### src/hdl/css_pkg.sv
// Shared types and constants for the cooler stability sequencer.
`timescale 1ns / 1ps

package css_pkg;

   // Cooler phase codes, as reported on rsp_cooler_state
   typedef enum logic [2:0] {
      PH_OFF         = 3'd0,
      PH_STARTING    = 3'd1,
      PH_COOLING     = 3'd2,
      PH_STABILIZING = 3'd3,
      PH_STABLE      = 3'd4,
      PH_STOPPING    = 3'd5,
      PH_ERROR       = 3'd6
   } phase_type;

   // Request command codes
   typedef enum logic [1:0] {
      MODE_TICK  = 2'd0,
      MODE_START = 2'd1,
      MODE_STOP  = 2'd2,
      MODE_SET   = 2'd3
   } mode_type;

   // Stability event codes
   typedef enum logic [1:0] {
      EV_NONE   = 2'd0,
      EV_STABLE = 2'd1,
      EV_LEFT   = 2'd2
   } event_type;

   // Control state that moves between the step logic and the top level
   typedef struct packed {
      phase_type phase;
      logic      cooler_on;
      logic      monitor_on;
   } ctrl_type;

   // CSR map
   localparam int CSR_IDX_BITS  = 3;
   localparam int CSR_DATA_BITS = 32;
   localparam logic [CSR_IDX_BITS-1:0] CSR_TOLERANCE    = 3'd0;
   localparam logic [CSR_IDX_BITS-1:0] CSR_SETTLE_TICKS = 3'd1;
   localparam logic [CSR_IDX_BITS-1:0] CSR_PROTECT_EN   = 3'd2;
   localparam logic [CSR_IDX_BITS-1:0] CSR_TEMP_CEILING = 3'd3;
   localparam logic [CSR_IDX_BITS-1:0] CSR_TEMP_FLOOR   = 3'd4;

   // Register widths fixed by the CSR map
   localparam int TOL_BITS    = 15;
   localparam int SETTLE_BITS = 16;

   // Reset values: 0.5 deg tolerance, 30 ticks, +50 / -50 deg window
   localparam logic [TOL_BITS-1:0]    TOL_RESET    = 15'd128;
   localparam logic [SETTLE_BITS-1:0] SETTLE_RESET = 16'd30;
   localparam int                     CEIL_RESET   = 12800;
   localparam int                     FLOOR_RESET  = -12800;

endpackage

### src/hdl/cooler_stability_sequencer.sv
// Camera cooler sequencer: state registers, CSRs and the result register.
`timescale 1ns / 1ps

// Cooler stability sequencer. Each request transfer (tick, start, stop or set
// target) is applied to the sequencer state in the cycle it is accepted and
// its result appears on the rsp_ channel the next cycle, one transfer per
// cycle sustained while rsp_stall is low. The single result register is the only
// buffer; req_stall rises only while a finished result is held by rsp_stall,
// and a result being taken in the same cycle frees room for the next request.
// Temperatures are signed, TEMP_BITS wide, in 1/256 degree units; temp_delta
// is one bit wider. The settle counter saturates at its COUNT_BITS maximum.
// CSRs (tolerance, settle_ticks, protect_enable, temp_ceiling, temp_floor at
// indexes 0 to 4) are always ready; write them only while no request is in
// flight. Writes to other indexes are dropped. No clearing pass after reset.
module cooler_stability_sequencer #(
   parameter int TEMP_BITS  = 16,
   parameter int COUNT_BITS = 16
) (
   input  logic                                clock,
   input  logic                                reset,
   // request channel
   input  logic                                req_valid,
   output logic                                req_stall,
   input  logic [1:0]                          req_mode,
   input  logic signed [TEMP_BITS-1:0]         req_sample_temp,
   input  logic signed [TEMP_BITS-1:0]         req_new_target,
   input  logic                                req_connected,
   input  logic                                req_enable_ack,
   input  logic                                req_target_ack,
   // result channel
   output logic                                rsp_valid,
   input  logic                                rsp_stall,
   output logic                                rsp_accepted,
   output logic [2:0]                          rsp_cooler_state,
   output logic                                rsp_cooler_enabled,
   output logic                                rsp_monitor_active,
   output logic signed [TEMP_BITS-1:0]         rsp_current_temp,
   output logic signed [TEMP_BITS:0]           rsp_temp_delta,
   output logic [1:0]                          rsp_stability_event,
   // CSR write channel
   input  logic                                csr_valid,
   output logic                                csr_ready,
   input  logic [css_pkg::CSR_IDX_BITS-1:0]    csr_index,
   input  logic [css_pkg::CSR_DATA_BITS-1:0]   csr_wdata
);

   localparam logic signed [TEMP_BITS-1:0] CEIL_RST  = TEMP_BITS'(css_pkg::CEIL_RESET);
   localparam logic signed [TEMP_BITS-1:0] FLOOR_RST = TEMP_BITS'(css_pkg::FLOOR_RESET);

   // CSRs
   logic [css_pkg::TOL_BITS-1:0]    tolerance_ff;
   logic [css_pkg::SETTLE_BITS-1:0] settle_ticks_ff;
   logic                            protect_en_ff;
   logic signed [TEMP_BITS-1:0]     temp_ceiling_ff;
   logic signed [TEMP_BITS-1:0]     temp_floor_ff;

   // sequencer state
   css_pkg::ctrl_type               ctrl_ff;
   css_pkg::ctrl_type               ctrl_in;
   logic signed [TEMP_BITS-1:0]     target_ff;
   logic signed [TEMP_BITS-1:0]     target_in;
   logic signed [TEMP_BITS-1:0]     last_ff;
   logic signed [TEMP_BITS-1:0]     last_in;
   logic [COUNT_BITS-1:0]           count_ff;
   logic [COUNT_BITS-1:0]           count_in;

   // result register
   logic                            rsp_valid_ff;
   logic                            rsp_valid_in;
   logic                            accepted_ff;
   logic                            accepted_in;
   css_pkg::ctrl_type               rsp_ctrl_ff;
   logic signed [TEMP_BITS:0]       delta_ff;
   logic signed [TEMP_BITS:0]       delta_in;
   css_pkg::event_type              event_ff;
   css_pkg::event_type              event_in;
   logic signed [TEMP_BITS-1:0]     cur_temp_ff;

   logic                            req_xfer;

   // a held result blocks new requests; one taken this cycle makes room
   assign req_stall = rsp_valid_ff && rsp_stall;
   assign req_xfer  = req_valid && !req_stall;
   assign csr_ready = 1'b1;

   always_ff @(posedge clock) begin
      if (reset) begin
         tolerance_ff    <= css_pkg::TOL_RESET;
         settle_ticks_ff <= css_pkg::SETTLE_RESET;
         protect_en_ff   <= 1'b1;
         temp_ceiling_ff <= CEIL_RST;
         temp_floor_ff   <= FLOOR_RST;
      end else if (csr_valid && csr_ready) begin
         unique case (csr_index)
            css_pkg::CSR_TOLERANCE:    tolerance_ff    <= csr_wdata[css_pkg::TOL_BITS-1:0];
            css_pkg::CSR_SETTLE_TICKS: settle_ticks_ff <= csr_wdata[css_pkg::SETTLE_BITS-1:0];
            css_pkg::CSR_PROTECT_EN:   protect_en_ff   <= csr_wdata[0];
            css_pkg::CSR_TEMP_CEILING: temp_ceiling_ff <= csr_wdata[TEMP_BITS-1:0];
            css_pkg::CSR_TEMP_FLOOR:   temp_floor_ff   <= csr_wdata[TEMP_BITS-1:0];
            default: begin
               // unmapped index, write dropped
            end
         endcase
      end
   end

   css_step #(
      .TEMP_BITS  (TEMP_BITS),
      .COUNT_BITS (COUNT_BITS)
   ) u_step (
      .mode           (req_mode),
      .sample_temp    (req_sample_temp),
      .new_target     (req_new_target),
      .connected      (req_connected),
      .enable_ack     (req_enable_ack),
      .target_ack     (req_target_ack),
      .ctrl_cur       (ctrl_ff),
      .target_cur     (target_ff),
      .last_cur       (last_ff),
      .count_cur      (count_ff),
      .tolerance      (tolerance_ff),
      .settle_ticks   (settle_ticks_ff),
      .protect_enable (protect_en_ff),
      .temp_ceiling   (temp_ceiling_ff),
      .temp_floor     (temp_floor_ff),
      .ctrl_nxt       (ctrl_in),
      .target_nxt     (target_in),
      .last_nxt       (last_in),
      .count_nxt      (count_in),
      .accepted       (accepted_in),
      .stab_event     (event_in),
      .temp_delta     (delta_in)
   );

   // state commits only on an accepted request transfer
   always_ff @(posedge clock) begin
      if (reset) begin
         ctrl_ff   <= '{phase: css_pkg::PH_OFF, cooler_on: 1'b0, monitor_on: 1'b0};
         target_ff <= '0;
         last_ff   <= '0;
         count_ff  <= '0;
      end else if (req_xfer) begin
         ctrl_ff   <= ctrl_in;
         target_ff <= target_in;
         last_ff   <= last_in;
         count_ff  <= count_in;
      end
   end

   always_comb begin
      if (req_xfer) begin
         rsp_valid_in = 1'b1;
      end else if (rsp_stall) begin
         rsp_valid_in = rsp_valid_ff;
      end else begin
         rsp_valid_in = 1'b0;
      end
   end

   always_ff @(posedge clock) begin
      if (reset) begin
         rsp_valid_ff <= 1'b0;
      end else begin
         rsp_valid_ff <= rsp_valid_in;
      end
   end

   // result payload, loaded with the transfer that produced it
   always_ff @(posedge clock) begin
      if (req_xfer) begin
         accepted_ff <= accepted_in;
         rsp_ctrl_ff <= ctrl_in;
         cur_temp_ff <= last_in;
         delta_ff    <= delta_in;
         event_ff    <= event_in;
      end
   end

   assign rsp_valid           = rsp_valid_ff;
   assign rsp_accepted        = accepted_ff;
   assign rsp_cooler_state    = rsp_ctrl_ff.phase;
   assign rsp_cooler_enabled  = rsp_ctrl_ff.cooler_on;
   assign rsp_monitor_active  = rsp_ctrl_ff.monitor_on;
   assign rsp_current_temp    = cur_temp_ff;
   assign rsp_temp_delta      = delta_ff;
   assign rsp_stability_event = event_ff;

endmodule

### src/hdl/css_step.sv
// Next-state and result logic for one sequencer transfer.
`timescale 1ns / 1ps

module css_step #(
   parameter int TEMP_BITS  = 16,
   parameter int COUNT_BITS = 16
) (
   input  logic [1:0]                         mode,
   input  logic signed [TEMP_BITS-1:0]        sample_temp,
   input  logic signed [TEMP_BITS-1:0]        new_target,
   input  logic                               connected,
   input  logic                               enable_ack,
   input  logic                               target_ack,
   input  css_pkg::ctrl_type                  ctrl_cur,
   input  logic signed [TEMP_BITS-1:0]        target_cur,
   input  logic signed [TEMP_BITS-1:0]        last_cur,
   input  logic [COUNT_BITS-1:0]              count_cur,
   input  logic [css_pkg::TOL_BITS-1:0]       tolerance,
   input  logic [css_pkg::SETTLE_BITS-1:0]    settle_ticks,
   input  logic                               protect_enable,
   input  logic signed [TEMP_BITS-1:0]        temp_ceiling,
   input  logic signed [TEMP_BITS-1:0]        temp_floor,
   output css_pkg::ctrl_type                  ctrl_nxt,
   output logic signed [TEMP_BITS-1:0]        target_nxt,
   output logic signed [TEMP_BITS-1:0]        last_nxt,
   output logic [COUNT_BITS-1:0]              count_nxt,
   output logic                               accepted,
   output css_pkg::event_type                 stab_event,
   output logic signed [TEMP_BITS:0]          temp_delta
);

   localparam int DEV_BITS = (TEMP_BITS + 1 > css_pkg::TOL_BITS) ?
                             TEMP_BITS + 1 : css_pkg::TOL_BITS;
   localparam int CMP_BITS = (COUNT_BITS > css_pkg::SETTLE_BITS) ?
                             COUNT_BITS : css_pkg::SETTLE_BITS;

   logic signed [TEMP_BITS-1:0] cur_temp;
   logic signed [TEMP_BITS:0]   dev;
   logic [TEMP_BITS:0]          abs_dev;
   logic                        in_tol;
   logic [COUNT_BITS-1:0]       count_inc;
   logic                        settled;
   logic                        trip;
   logic                        target_ok;
   logic                        tracking;

   // stale sample is reused while the link is down
   assign cur_temp  = connected ? sample_temp : last_cur;
   assign dev       = {cur_temp[TEMP_BITS-1], cur_temp} - {target_cur[TEMP_BITS-1], target_cur};
   assign abs_dev   = dev[TEMP_BITS] ? (~dev + 1'b1) : dev;
   assign in_tol    = DEV_BITS'(abs_dev) <= DEV_BITS'(tolerance);
   assign count_inc = (count_cur == '1) ? count_cur : count_cur + 1'b1;
   assign settled   = CMP_BITS'(count_inc) >= CMP_BITS'(settle_ticks);
   assign trip      = protect_enable && (cur_temp > temp_ceiling || cur_temp < temp_floor);
   assign target_ok = !protect_enable ||
                      (new_target >= temp_floor && new_target <= temp_ceiling);
   assign tracking  = ctrl_cur.phase == css_pkg::PH_COOLING ||
                      ctrl_cur.phase == css_pkg::PH_STABILIZING ||
                      ctrl_cur.phase == css_pkg::PH_STABLE;

   always_comb begin
      ctrl_nxt   = ctrl_cur;
      target_nxt = target_cur;
      last_nxt   = last_cur;
      count_nxt  = count_cur;
      accepted   = 1'b1;
      stab_event = css_pkg::EV_NONE;

      unique case (css_pkg::mode_type'(mode))
         css_pkg::MODE_TICK: begin
            if (ctrl_cur.monitor_on) begin
               last_nxt = cur_temp;
               if (tracking) begin
                  if (in_tol) begin
                     if (ctrl_cur.phase == css_pkg::PH_COOLING) begin
                        ctrl_nxt.phase = css_pkg::PH_STABILIZING;
                        count_nxt      = '0;
                     end else if (ctrl_cur.phase == css_pkg::PH_STABILIZING) begin
                        count_nxt = count_inc;
                        if (settled) begin
                           ctrl_nxt.phase = css_pkg::PH_STABLE;
                           stab_event     = css_pkg::EV_STABLE;
                        end
                     end
                  end else if (ctrl_cur.phase != css_pkg::PH_COOLING) begin
                     ctrl_nxt.phase = css_pkg::PH_COOLING;
                     stab_event     = css_pkg::EV_LEFT;
                  end
               end
               if (trip) begin
                  ctrl_nxt.phase     = css_pkg::PH_ERROR;
                  ctrl_nxt.cooler_on = 1'b0;
               end
            end
         end
         css_pkg::MODE_START: begin
            if (!connected || !target_ok) begin
               accepted = 1'b0;
            end else begin
               // any running state is shut down first
               if (ctrl_cur.phase != css_pkg::PH_OFF) begin
                  ctrl_nxt.monitor_on = 1'b0;
                  ctrl_nxt.cooler_on  = 1'b0;
               end
               target_nxt = new_target;
               if (!enable_ack) begin
                  ctrl_nxt.phase = css_pkg::PH_ERROR;
                  accepted       = 1'b0;
               end else begin
                  ctrl_nxt.cooler_on = 1'b1;
                  if (!target_ack) begin
                     ctrl_nxt.phase = css_pkg::PH_ERROR;
                     accepted       = 1'b0;
                  end else begin
                     ctrl_nxt.phase      = css_pkg::PH_COOLING;
                     ctrl_nxt.monitor_on = 1'b1;
                     count_nxt           = '0;
                  end
               end
            end
         end
         css_pkg::MODE_STOP: begin
            if (ctrl_cur.phase != css_pkg::PH_OFF) begin
               ctrl_nxt.phase      = css_pkg::PH_OFF;
               ctrl_nxt.monitor_on = 1'b0;
               // cooler can only be commanded off over a live link
               if (connected) begin
                  ctrl_nxt.cooler_on = 1'b0;
               end
            end
         end
         css_pkg::MODE_SET: begin
            if (!target_ok || !connected) begin
               accepted = 1'b0;
            end else begin
               target_nxt = new_target;
               if (ctrl_cur.phase != css_pkg::PH_OFF &&
                   ctrl_cur.phase != css_pkg::PH_ERROR) begin
                  if (!target_ack) begin
                     accepted = 1'b0;
                  end else begin
                     count_nxt = '0;
                     if (ctrl_cur.phase == css_pkg::PH_STABLE) begin
                        ctrl_nxt.phase = css_pkg::PH_COOLING;
                     end
                  end
               end
            end
         end
         default: begin
            accepted = 1'b1;
         end
      endcase
   end

   assign temp_delta = {last_nxt[TEMP_BITS-1], last_nxt} - {target_nxt[TEMP_BITS-1], target_nxt};

endmodule

### config.mk
export PLATFORM = sky130hd
export DESIGN_NAME = cooler_stability_sequencer
export DESIGN_NICKNAME = d
export VERILOG_FILES = /design/src/hdl/css_pkg.sv /design/src/hdl/cooler_stability_sequencer.sv /design/src/hdl/css_step.sv
export SDC_FILE = /design/constraint.sdc
export NUM_CORES = 1
export LEC_CHECK = 0
export BUFFER_PORTS_ARGS = -buffer_cell sky130_fd_sc_hd__buf_2
export CAP_MARGIN = 20
export CORE_MARGIN = 2
export CORE_UTILIZATION = 45
export DETAILED_ROUTE_END_ITERATION = 16
export PLACE_DENSITY_LB_ADDON = 0.08
export SLEW_MARGIN = 30
export SYNTH_ARGS = -nofsm -noshare
export SYNTH_HDL_FRONTEND = slang
export SYNTH_SLANG_ARGS = --single-unit
### constraint.sdc
create_clock -name clock -period 14.2 [get_ports clock]
set_input_delay 0.71 -clock clock [delete_from_list [all_inputs] [get_ports clock]]
set_output_delay 0.71 -clock clock [all_outputs]
set_load 0.05 [all_outputs]
# --- Word level (Yosys, flattened, before mapping) ---
# Index checks and enable logic that the tools add are counted.
word_totals:
  ff_bits: 159
  out_inout_bits: 44
op_classes:
  n_addsub: 4
  n_lt_le_gt_ge: 6
  eq_ne: 22
  mux: 54
  bitwise: 1
  n_reduce_logical: 26
op_table:
  columns: ["operator", "count"]
  rows:
  - ["$mux W16", 16]
  - ["$pmux W16 S3", 1]
  - ["$mux W3", 12]
  - ["$sub A16 B16 Y17", 2]
  - ["$ge A16 B16 Y1", 2]
  - ["$add A17 B1 Y17 const B", 1]
  - ["$le A17 B15 Y1", 1]
  - ["$mux W17", 1]
  - ["$not A17 Y17", 1]
  - ["$add A16 B1 Y16 const B", 1]
  - ["$eq A16 B16 Y1 const B", 1]
  - ["$gt A16 B16 Y1", 1]
  - ["$le A16 B16 Y1", 1]
  - ["$lt A16 B16 Y1", 1]
  - ["$eq A3 B2 Y1 const B", 4]
  - ["$mux W2", 6]
  - ["$pmux W3 S4", 1]
  - ["$mux W1", 10]
  - ["$mux W5", 2]
  - ["$reduce_and A10 Y1", 1]
  - ["$reduce_and A2 Y1", 5]
  - ["$mux W4", 2]
  - ["$ne A2 B1 Y1 const B", 4]
  - ["$ne A2 B2 Y1 const B", 4]
  - ["other kinds (17)", 32]

# --- Logic depth before layout (Yosys ltp) ---
# Gate-level depths: netlist of the first run.
logic_depth:
  ltp_word: 11
  mapped_depth: 27
  mapped_depth_nobuf: 22

# --- Cells and area by module ---
# From an unflattened synthesis of the first run, not the netlist that was laid out.
unflattened:
  cells_unflattened: 1361
  hier_area_um2: 12030.3
by_module_without_submodules:
  columns: ["module", "instances", "cells_per_inst", "area_per_inst_um2", "seq_area_each_um2"]
  rows:
  - ["cooler_stability_sequencer", 1, 525, 6216.0, 3593.4]
  - ["css_step", 1, 836, 5814.3, 0.0]

# --- Worst setup path after synthesis of the first run ---
# No wires, ideal clock.
synth_timing:
  path_type: "input to register"
  startpoint: "in req_connected"
  endpoint: "reg rsp_ctrl_ff (netlist bit rsp_cooler_state[0]) (data pin)"
  setup_ns: 0.137
  arrival_ns: 6.270
  required_time_ns: 14.063
  setup_slack_ns: 7.792
  cell_stages: 27
  path_cell_list: "clkbuf_1 -> clkbuf_1 -> mux2i_1 -> inv_1 -> ha_1 -> clkbuf_1 -> nand2_1 -> a2111oi_0 -> o21ai_0 -> a21oi_1 -> a21oi_1 -> or2_2 -> clkbuf_1 -> nand2_1 -> xor2_1 -> ha_1 -> a21o_1 -> a21o_1 -> a21o_1 -> a21o_1 -> a221oi_1 -> a31o_2 -> inv_1 -> or3_4 -> buf_6 -> or4_4 -> nand3_1"
synth_lines:
  columns: ["element", "line", "source"]
  rows:
  - ["start, declared", "cooler_stability_sequencer.sv:27", "input logic req_connected,"]
  - ["end signal, assigned", "cooler_stability_sequencer.sv:172", "rsp_ctrl_ff <= ctrl_in;"]
  - ["end, declared", "cooler_stability_sequencer.sv:72", "css_pkg::ctrl_type rsp_ctrl_ff;"]

# --- Worst setup path in the final report of the first run ---
layout_timing:
  startpoint: "in req_connected"
  endpoint: "reg count_ff[3]"
layout_via:
  elab_chain_cells: 8
layout_lines:
  columns: ["element", "line", "source"]
  rows:
  - ["$mux W16", "css_step.sv:48", "assign cur_temp = connected ? sample_temp : last_cur;"]
  - ["$sub A16 B16 Y17", "css_step.sv:49", "assign dev = {cur_temp[TEMP_BITS-1], cur_temp} - {target_cur[TEMP_BITS-1], target_cur};"]
  - ["$not A17 Y17", "css_step.sv:50", "assign abs_dev = dev[TEMP_BITS] ? (~dev + 1'b1) : dev;"]
  - ["$add A17 B1 Y17", "css_step.sv:50", null]
  - ["$mux W17", "css_step.sv:50", null]
  - ["$le A17 B15 Y1", "css_step.sv:51", "assign in_tol = DEV_BITS'(abs_dev) <= DEV_BITS'(tolerance);"]
  - ["$ne A2 B1 Y1 (no line)", null, null]
  - ["$reduce_and A10 Y1 (no line) (*)", null, null]
  - ["end signal, assigned", "cooler_stability_sequencer.sv:146", "count_ff <= count_in;"]
  - ["end, declared", "cooler_stability_sequencer.sv:64", "logic [COUNT_BITS-1:0] count_ff;"]
# Every way passes the cells marked *; elsewhere a longest branch is shown, timed or not.
# A chain may end at the register's enable or synchronous reset.

==> results.md, run 1 <==
* Fin area at 12600 sq um
* Synth Area per Inst at 8.07 sq um
* Power share of the sequential group at 37.5%
* Family with the most delay on the worst path: compound AO/OA/AOI/OAI gates
* Minimum hold slack at 0.454 ns
* Max-slew violations at 0
* Maximum VDD drop at 0.0680 mV
* #FFs+latches synth at 159
* Status: complete, no violations
* Total CTS buffers at 17
* Clk network pwr share at 34.5%
* Post-synth cell types at 76
* Synthesized cell area at 11300 sq um
* WL per Instance at ~18 microns
* Drt total wl at 32300 microns
* Final period util at 46.5%
* Number of nets with antenna violations after routing at 0
* Setup tns final at 0 ns
* Max Buffers Root-to-Sink at 2
* Launch point of the worst path: req_connected
* Top cell by count, worst path: a21o_1
* Arr. time, crit path at about 7.0 ns
* Min-delay src: tolerance_ff[14]$_SDFFE_PP0P_
* Setup crit end kind: register
* F_max at 151 MHz
* Post-synth ARST share at 0%
* Starting Density at 46.2%
* NetSw at 457 uW
* Max Cap Viol at 0
* Die Height at approximately 160 microns
* Initial antenna violation count at 3
* Post-layout min period at approximately 6.6 ns
* Fin util at 51.5%
* Worst-path fanout max at 20
* Core Box Area at 24500 sq um
* Post-synthesis cell count at 1399
* First-pass GRT wire length at between 50000 and 60000 microns
* Clock-pin slew on the worst setup and hold paths at ~0.07 ns
* Area grow syn2layout at 11.5%
* Post CTS Setup Buffer Count at 0
* H-Tree Depth at 4
* Vias at 10122
* DRC errors left at 0
* WS Path Type: input pin to register
* DR pass1 iterations at 5
* Sw Share at 34.7%
* Iter 0 DRT Violations at 755
* Leak at 0.00518 uW
* Share of post-route cells with drive strength above 1 at between 10% and 20%
* Crit path required time at ~15 ns
* Synth top area share at 20.9%
* NumNets Final at 1675
* Number of global-route vias before repair at 9382
* Final Wtd Congestion at 0.873
* Worst-Skew Late Latency at 0.44 ns
* Crit path cell chain: buf_2, mux2i_1, ha_1, fa_1, nor2b_4, o21ai_2, or3b_1, and2_4, or3_4, or3_1, o21ai_0, xor2_1, ha_1, a21o_1, a21o_1, a21o_1, a221oi_1, a31o_2, inv_1, o41ai_4, nand3_2, o41ai_1
* Max stage delay on crit path at 0.70 ns
* Ys Warns at 0
* Root Driver: clkbuf_16
* Main flop type after synthesis: dfxtp_1
* CTS tree: yes
* DP HPWL at between 20000 and 25000 microns
* Post-DP Area at 12000 sq um
* Slowest CP cell: mux2i_1
* Slew HR at a little over a third
* Chip width at 162 microns
* Post-cts hold buffer count at 0
* Rows at 57
* Port Buf Inserts at between 100 and 150
* I/O pin total at 121
* Largest net degree at the start of global routing at between 80 and 90
* Setup WS post-layout at 7.59 ns
* Post-synth top cells: nand2_1 (231), ha_1 (132), inv_1 (126)
* Post-cts sizing count at 0
* Setup Viol. Count Final at 0
* Buffers and inverters on the worst path at 2
* Pre-CTS setup slack at 7.25 ns
* Worst-Margin Slew at 0.972 ns
* Worst hold path class: register to register
* Largest area contributor in the netlist: dfxtp_1
* PD cells at 105 nW/um^2
* Hold Vio Cnt, Final at 0
* Die area at about 26000 sq um
* RSZ-0062 raised after global routing: no
* Synth area leaders: dfxtp_1 (21%), ha_1 (15%), edfxtp_1 (11%)
* Comb pwr share at 28.0%
* Most frequent cell after synthesis: nand2_1
* Via/cell ratio at between 5 and 6
* Total congestion overflow at 0
* Clock skew at 0.0113 ns
* Internal power at 861 uW
* Syn Nets at between 1500 and 2000
* Tot GR Track Use at 24.9%
* Number of clock sinks at 159
* Startpoint types: input pin
* Worst r2r src: last_ff[0]$_SDFFE_PP0P_
* Number of flops mapped to enable cells by yosys at 41
* Register area share after synthesis at 31.8%
==> power groups by stage <==
stage               logic, uW  registers [uW]  clock network [uW]
floorplan                 243             538                   0
global route              409             496                 478
detailed placement        365             504                   0
finish                    369             494                 454
CTS                       367             494                 461
global placement          361             504                   0
==> final timing paths <==
kind | end | depth (start not counted) | slack (ns)
max | count_ff[3]$_SDFFE_PP0P_ | 22 | 7.59
max reg2reg | count_ff[3]$_SDFFE_PP0P_ | 21 | 8.26
min | tolerance_ff[14]$_SDFFE_PP0P_ | 2 | 0.45
min reg2reg | tolerance_ff[14]$_SDFFE_PP0P_ | 2 | 0.45
==> state kept, by name, indices dropped and copies added, names as in the netlist <==
| name | flops |
|---|---|
| rsp_accepted | 1 |
| temp_ceiling_ff | 16 |
| target_ff | 16 |
| rsp_cooler_enabled | 1 |
| temp_floor_ff | 16 |
| last_ff | 16 |
| rsp_cooler_state | 3 |
| tolerance_ff | 15 |
| rsp_temp_delta | 17 |
| count_ff | 16 |
| settle_ticks_ff | 16 |
| rsp_stability_event | 2 |
| protect_en_ff | 1 |
| rsp_valid | 1 |
| rsp_current_temp | 16 |
| ctrl_ff | 5 |
| rsp_monitor_active | 1 |
==> per-stage QoR <==
| step | power, uW | instances |
|---|---|---|
| CTS | 1320 | 1801 |
| floorplan | 780 | 1399 |
| detailed placement | 869 | 1769 |
| global placement | 865 | 1769 |
| global route | 1380 | 1801 |
| finish | 1320 | 1802 |
==> logic make-up (layout without fill, tap and decap cells) <==
kind of cell | Yosys count | in the layout | synth area share, %
compound gates | 369 | 369 | 21.0
other cells | 1 | 2 | 0.0332
simple gates | 472 | 472 | 19.5
mux | 37 | 37 | 3.33
xor+xnor | 37 | 37 | 2.87
buf+inv | 190 | 268 | 6.48
flops | 159 | 159 | 31.8
fa+ha+maj | 134 | 134 | 15.0
==> layer usage <==
layer  wire, microns  part of all wire [%]  vias to the layer above  GRT usage, %
met5               0                     0                        -             0
met4             648                   2.0                        0          7.00
met3            1510                   4.7                       37          3.87
met2           13800                    43                      212          38.3
met1           16400                    51                     4769          36.1
li1                -                     -                     5104             -
==> cell usage in the layout (no fill, tap or decap), types with 21 or more instances in the layout <==
cell,netlist,final
nand2_1,231,230
a21oi_1,122,122
nor2_1,72,72
nand3_1,30,30
buf_2,3,102
xnor2_1,31,31
edfxtp_1,41,41
mux2i_1,32,32
o211ai_1,21,21
inv_1,126,125
dfxtp_1,118,118
ha_1,132,132
a21o_1,26,26
nor3_1,22,21
o21ai_0,73,73
a211oi_1,27,27
nand4_1,29,29
==> layout make-up <==
class	instances	area (sq um)
fill	2390	11900
multi-input combinational	1050	6980
sequential	159	3590
timing repair buffer	109	567
inverter	127	479
clock buffer	21	462
tap	324	405
clock inverter	11	95.1
antenna	1	2.50
==> worst register-to-register path, cell delays in order, from the launching register on <==
cell      delay (ns)
dfxtp_1         0.33
mux2i_1         0.54
ha_1            0.33
fa_1            0.25
nor2b_4         0.08
o21ai_2         0.10
or3b_1          0.37
and2_4          0.18
or3_4           0.39
or3_1           0.36
o21ai_0         0.21
xor2_1          0.21
ha_1            0.27
a21o_1          0.16
a21o_1          0.17
a21o_1          0.18
a221oi_1        0.30
a31o_2          0.15
inv_1           0.07
o41ai_4         0.56
nand3_2         0.34
o41ai_1         0.29
Power figures use the tool's default switching activity.
==> inputs of run 2 (changes only) <==
Settings changed: ABC_AREA set to 1.
Clock period 14.2 ns to 6.6 ns, I/O delays scaled along.
==> run 2 against run 1 <==
  * Sequential cell count did not move
  * Clock power rose by 140%
  * Global-route usage fell by 1.6 points
  * Final cell count rose by 13%
  * Die area rose by 1.9%
  * Critical path type is now register to register
==> results.md, run 2 <==
* PD cells at 263 nW/um^2 (+150%)
* Synth Area per Inst at 7.16 sq um (-11%)
* Worst hold path class: input pin to register
* Largest area contributor in the netlist: dfxtp_1
* Placed cell count at 2003 (+13%)
* Max-slew violations at 0 (unchanged)
* Post-layout min period at 5.50 ns
* N_diodes at 0 (-1)
* Most frequent cell after synthesis: nand2_1
* I/O pin total at 121 (unchanged)
* Family with the most delay on the worst path: simple AND/OR/NAND/NOR gates
* Synth top area share at 20.5% (-0.39 points)
* Total congestion overflow at 0 (unchanged)
* DRC errors left at 0 (unchanged)
* Number of nets with antenna violations after routing at 0 (unchanged)
* Root Driver: clkbuf_16
* Levels on crit path at 30 (+36%)
* F_max at between 150 and 200 MHz
* Register area share after synthesis at 31.2% (-0.60 points)
* Top cell by count, worst path: nand2_1
* Total CTS buffers at 17 (unchanged)
* Setup crit end kind: register
* Die area at 26900 sq um (+1.9%)
* Worst-Skew Late Latency at 0.44 ns (about the same)
* Drt total wl at 30300 microns (-6.2%)
* Post CTS Setup Buffer Count at 0 (unchanged)
* Number of clock sinks at 159 (unchanged)
* Setup Viol. Count Final at 0 (unchanged)
* Ys Warns at 0 (unchanged)
* Met3 routed WL at 1010 microns (-33%)
* Largest net degree at the start of global routing at 94 (+5.6%)
* Slowest CP cell: fa_1
* Post-synth cell types at 53 (-30%)
* Simple-gate share of the synthesized area at 23.9% (+4.4 points)
* DR pass1 iterations at 6 (+1)
* Post-synth top cells: nand2_1 (327), inv_1 (273), a21oi_1 (145)
* Minimum hold slack at 0.164 ns (-0.290 ns)
* Min-delay src: csr_index[0]
* Vias at 10311 (+1.9%)
* WS Path Type: register to register
* Core Box Area at 25200 sq um (+2.9%)
* Combinational family with the most area after synthesis: simple AND/OR/NAND/NOR gates
* Clock-pin slew on the worst setup and hold paths at 0.07 ns (about the same)
* Mux cell area share after synthesis at 0% (-3.3 points)
* Launch point of the worst path: temp_floor_ff[15]$_SDFFE_PP1P_
* CTS tree: yes
* Die Height at 164 microns (+0.93%)
* Worst r2r src: temp_floor_ff[15]$_SDFFE_PP1P_
* Post-Synth Adder-Cell Area at 14.7% (-0.28 points)
* Rows at 58 (+1.8%)
* Leak at 0.00633 uW (+22%)
* Area grow syn2layout at 12.3%
* Initial antenna violation count at 0 (-3)
* Status: complete, no violations
* Number of flops mapped to enable cells by yosys at 41 (unchanged)
* Maximum VDD drop at 0.131 mV (+92%)
* Met1 Wirelength at 14800 microns (-9.3%)
* Final Wtd Congestion at 0.878 (+0.50%)
* Setup tns final at 0 ns (unchanged)
* H-Tree Depth at 4 (unchanged)
* First-pass GRT wire length at 49000 microns (-4.0%)
* Routed length on met2 at 13700 microns (-0.87%)
* Slew HR at 36.2% (+1.5 points)
* Synth area leaders: dfxtp_1 (21%), ha_1 (14%), edfxtp_1 (11%)
* Max Buffers Root-to-Sink at 2 (unchanged)
* Main flop type after synthesis: dfxtp_1
* Synthesized cell area at 11500 sq um (+1.9%)
* Final cell count without fillers at 2035 (+13%)
* Chip width at 164 microns (+0.93%)
* Largest register FFs at 17 (unchanged)
* Syn Nets at 1819 (+13%)
* Tot GR Track Use at 23.3% (-1.6 points)
* Starting Density at 45.7% (-0.46 points)
* Top layer in use: met4
* Leading cell types in the layout, fill and taps excluded: nand2_1 (327), inv_1 (270), a21oi_1 (145)
* Number of global-route vias before repair at 9531 (+1.6%)
* Max stage delay on crit path at 0.49 ns (-0.21 ns)
* RSZ-0062 raised after global routing: no
* Iter 0 DRT Violations at 742 (-1.7%)
* DP HPWL at 23500 microns (-4.0%)
* Xor and xnor area share after synthesis at 2.79% (-0.076 points)
* Max Cap Viol at 0 (unchanged)
* Post-synth ARST share at 0% (unchanged)
* Hold Vio Cnt, Final at 0 (unchanged)
* Post-synthesis cell count at 1608 (+15%)
* Clock skew at 0.0185 ns (+0.00715 ns)
* Share of post-route cells with drive strength above 1 at 14.1% (+2.6 points)
* Post-cts sizing count at 0 (unchanged)
* Worst-Margin Slew at 0.958 ns (-0.0145 ns)
* NumNets Final at 1903 (+14%)
* Crit path required time at 6.77 ns (-7.77 ns)
* Worst R2R Path Depth at 30 (+43%)
* Arr. time, crit path at 5.67 ns (-1.28 ns)
* Port Buf Inserts at 103 (unchanged)
* Worst-path fanout max at 29 (+45%)
* Post-synthesis compound-gate area fraction at 16.1% (-4.9 points)
* Hold depth at 3 (+1)
* WL per Instance at 14.9 microns (-17%)
* #FFs+latches synth at 159 (unchanged)
* Buffers and inverters on the worst path at 5 (+3)
* Startpoint types: register
* Final period util at 83.3%
* Commonest non-fill, non-tap cell in the layout: nand2_1
* Via/cell ratio at 5.07 (-9.8%)
* Post-cts hold buffer count at 0 (unchanged)
-- run 2: power by group --
part,leakage (uW),internal [uW],switching (uW)
Combinational,0.00465,397,806
Sequential,0.00137,1090,30.4
Clock,0.000310,641,436
Total,0.00633,2130,1270
-- run 2: cell families (layout without fill, tap and decap cells) --
group           after synthesis  count (layout)
compound gates              344             344
xor+xnor                     35              35
fa+ha+maj                   134             134
buf+inv                     327             424
flops                       159             159
other cells                   1               1
simple gates                608             608
-- run 2: worst register-to-register path: cells and delay by family, from the launching register on --
kind	cells	cell delay (ns)
AOI/OAI and AO/OA	8	1.41
DFF	1	0.30
buffers and inverters	5	0.74
adders and majority gates	2	0.87
and+or+nand+nor	15	1.90
-- run 2: worst paths after layout --
| check | to | slack [ns] |
|---|---|---|
| setup / recovery | rsp_temp_delta[16]$_DFFE_PP_ | 1.10 |
| hold / removal | protect_en_ff$_SDFFE_PP1P_ | 0.16 |
| setup reg to reg | rsp_temp_delta[16]$_DFFE_PP_ | 1.10 |
| hold reg to reg | tolerance_ff[14]$_SDFFE_PP0P_ | 0.46 |
-- run 2: layout make-up --
type,count,area [sq um]
clock buffers,23,522
clock inverters,9,118
multi-input cells,1122,6640
repair buffers,113,591
well taps,330,413
flip-flops and latches,159,3590
inverters,279,1050
fillers,2511,12300
-- run 2: metrics by stage --
step                utilization, %  total power, uW  area (sq um)  worst slack (ns)
floorplan                        -             2070         11500              2.19
global placement              48.8             2320         12300              1.05
detailed placement            48.8             2340         12300             0.966
CTS                           51.3             3430         12900              1.19
global route                  51.3             3620         12900             0.608
finish                        51.3             3400         12900              1.10
-- run 2: layer usage --
metal	vias up	track usage, %
met5	-	0
met4	0	8.25
met3	44	2.55
met2	213	38.2
met1	4635	31.7
li1	5419	-
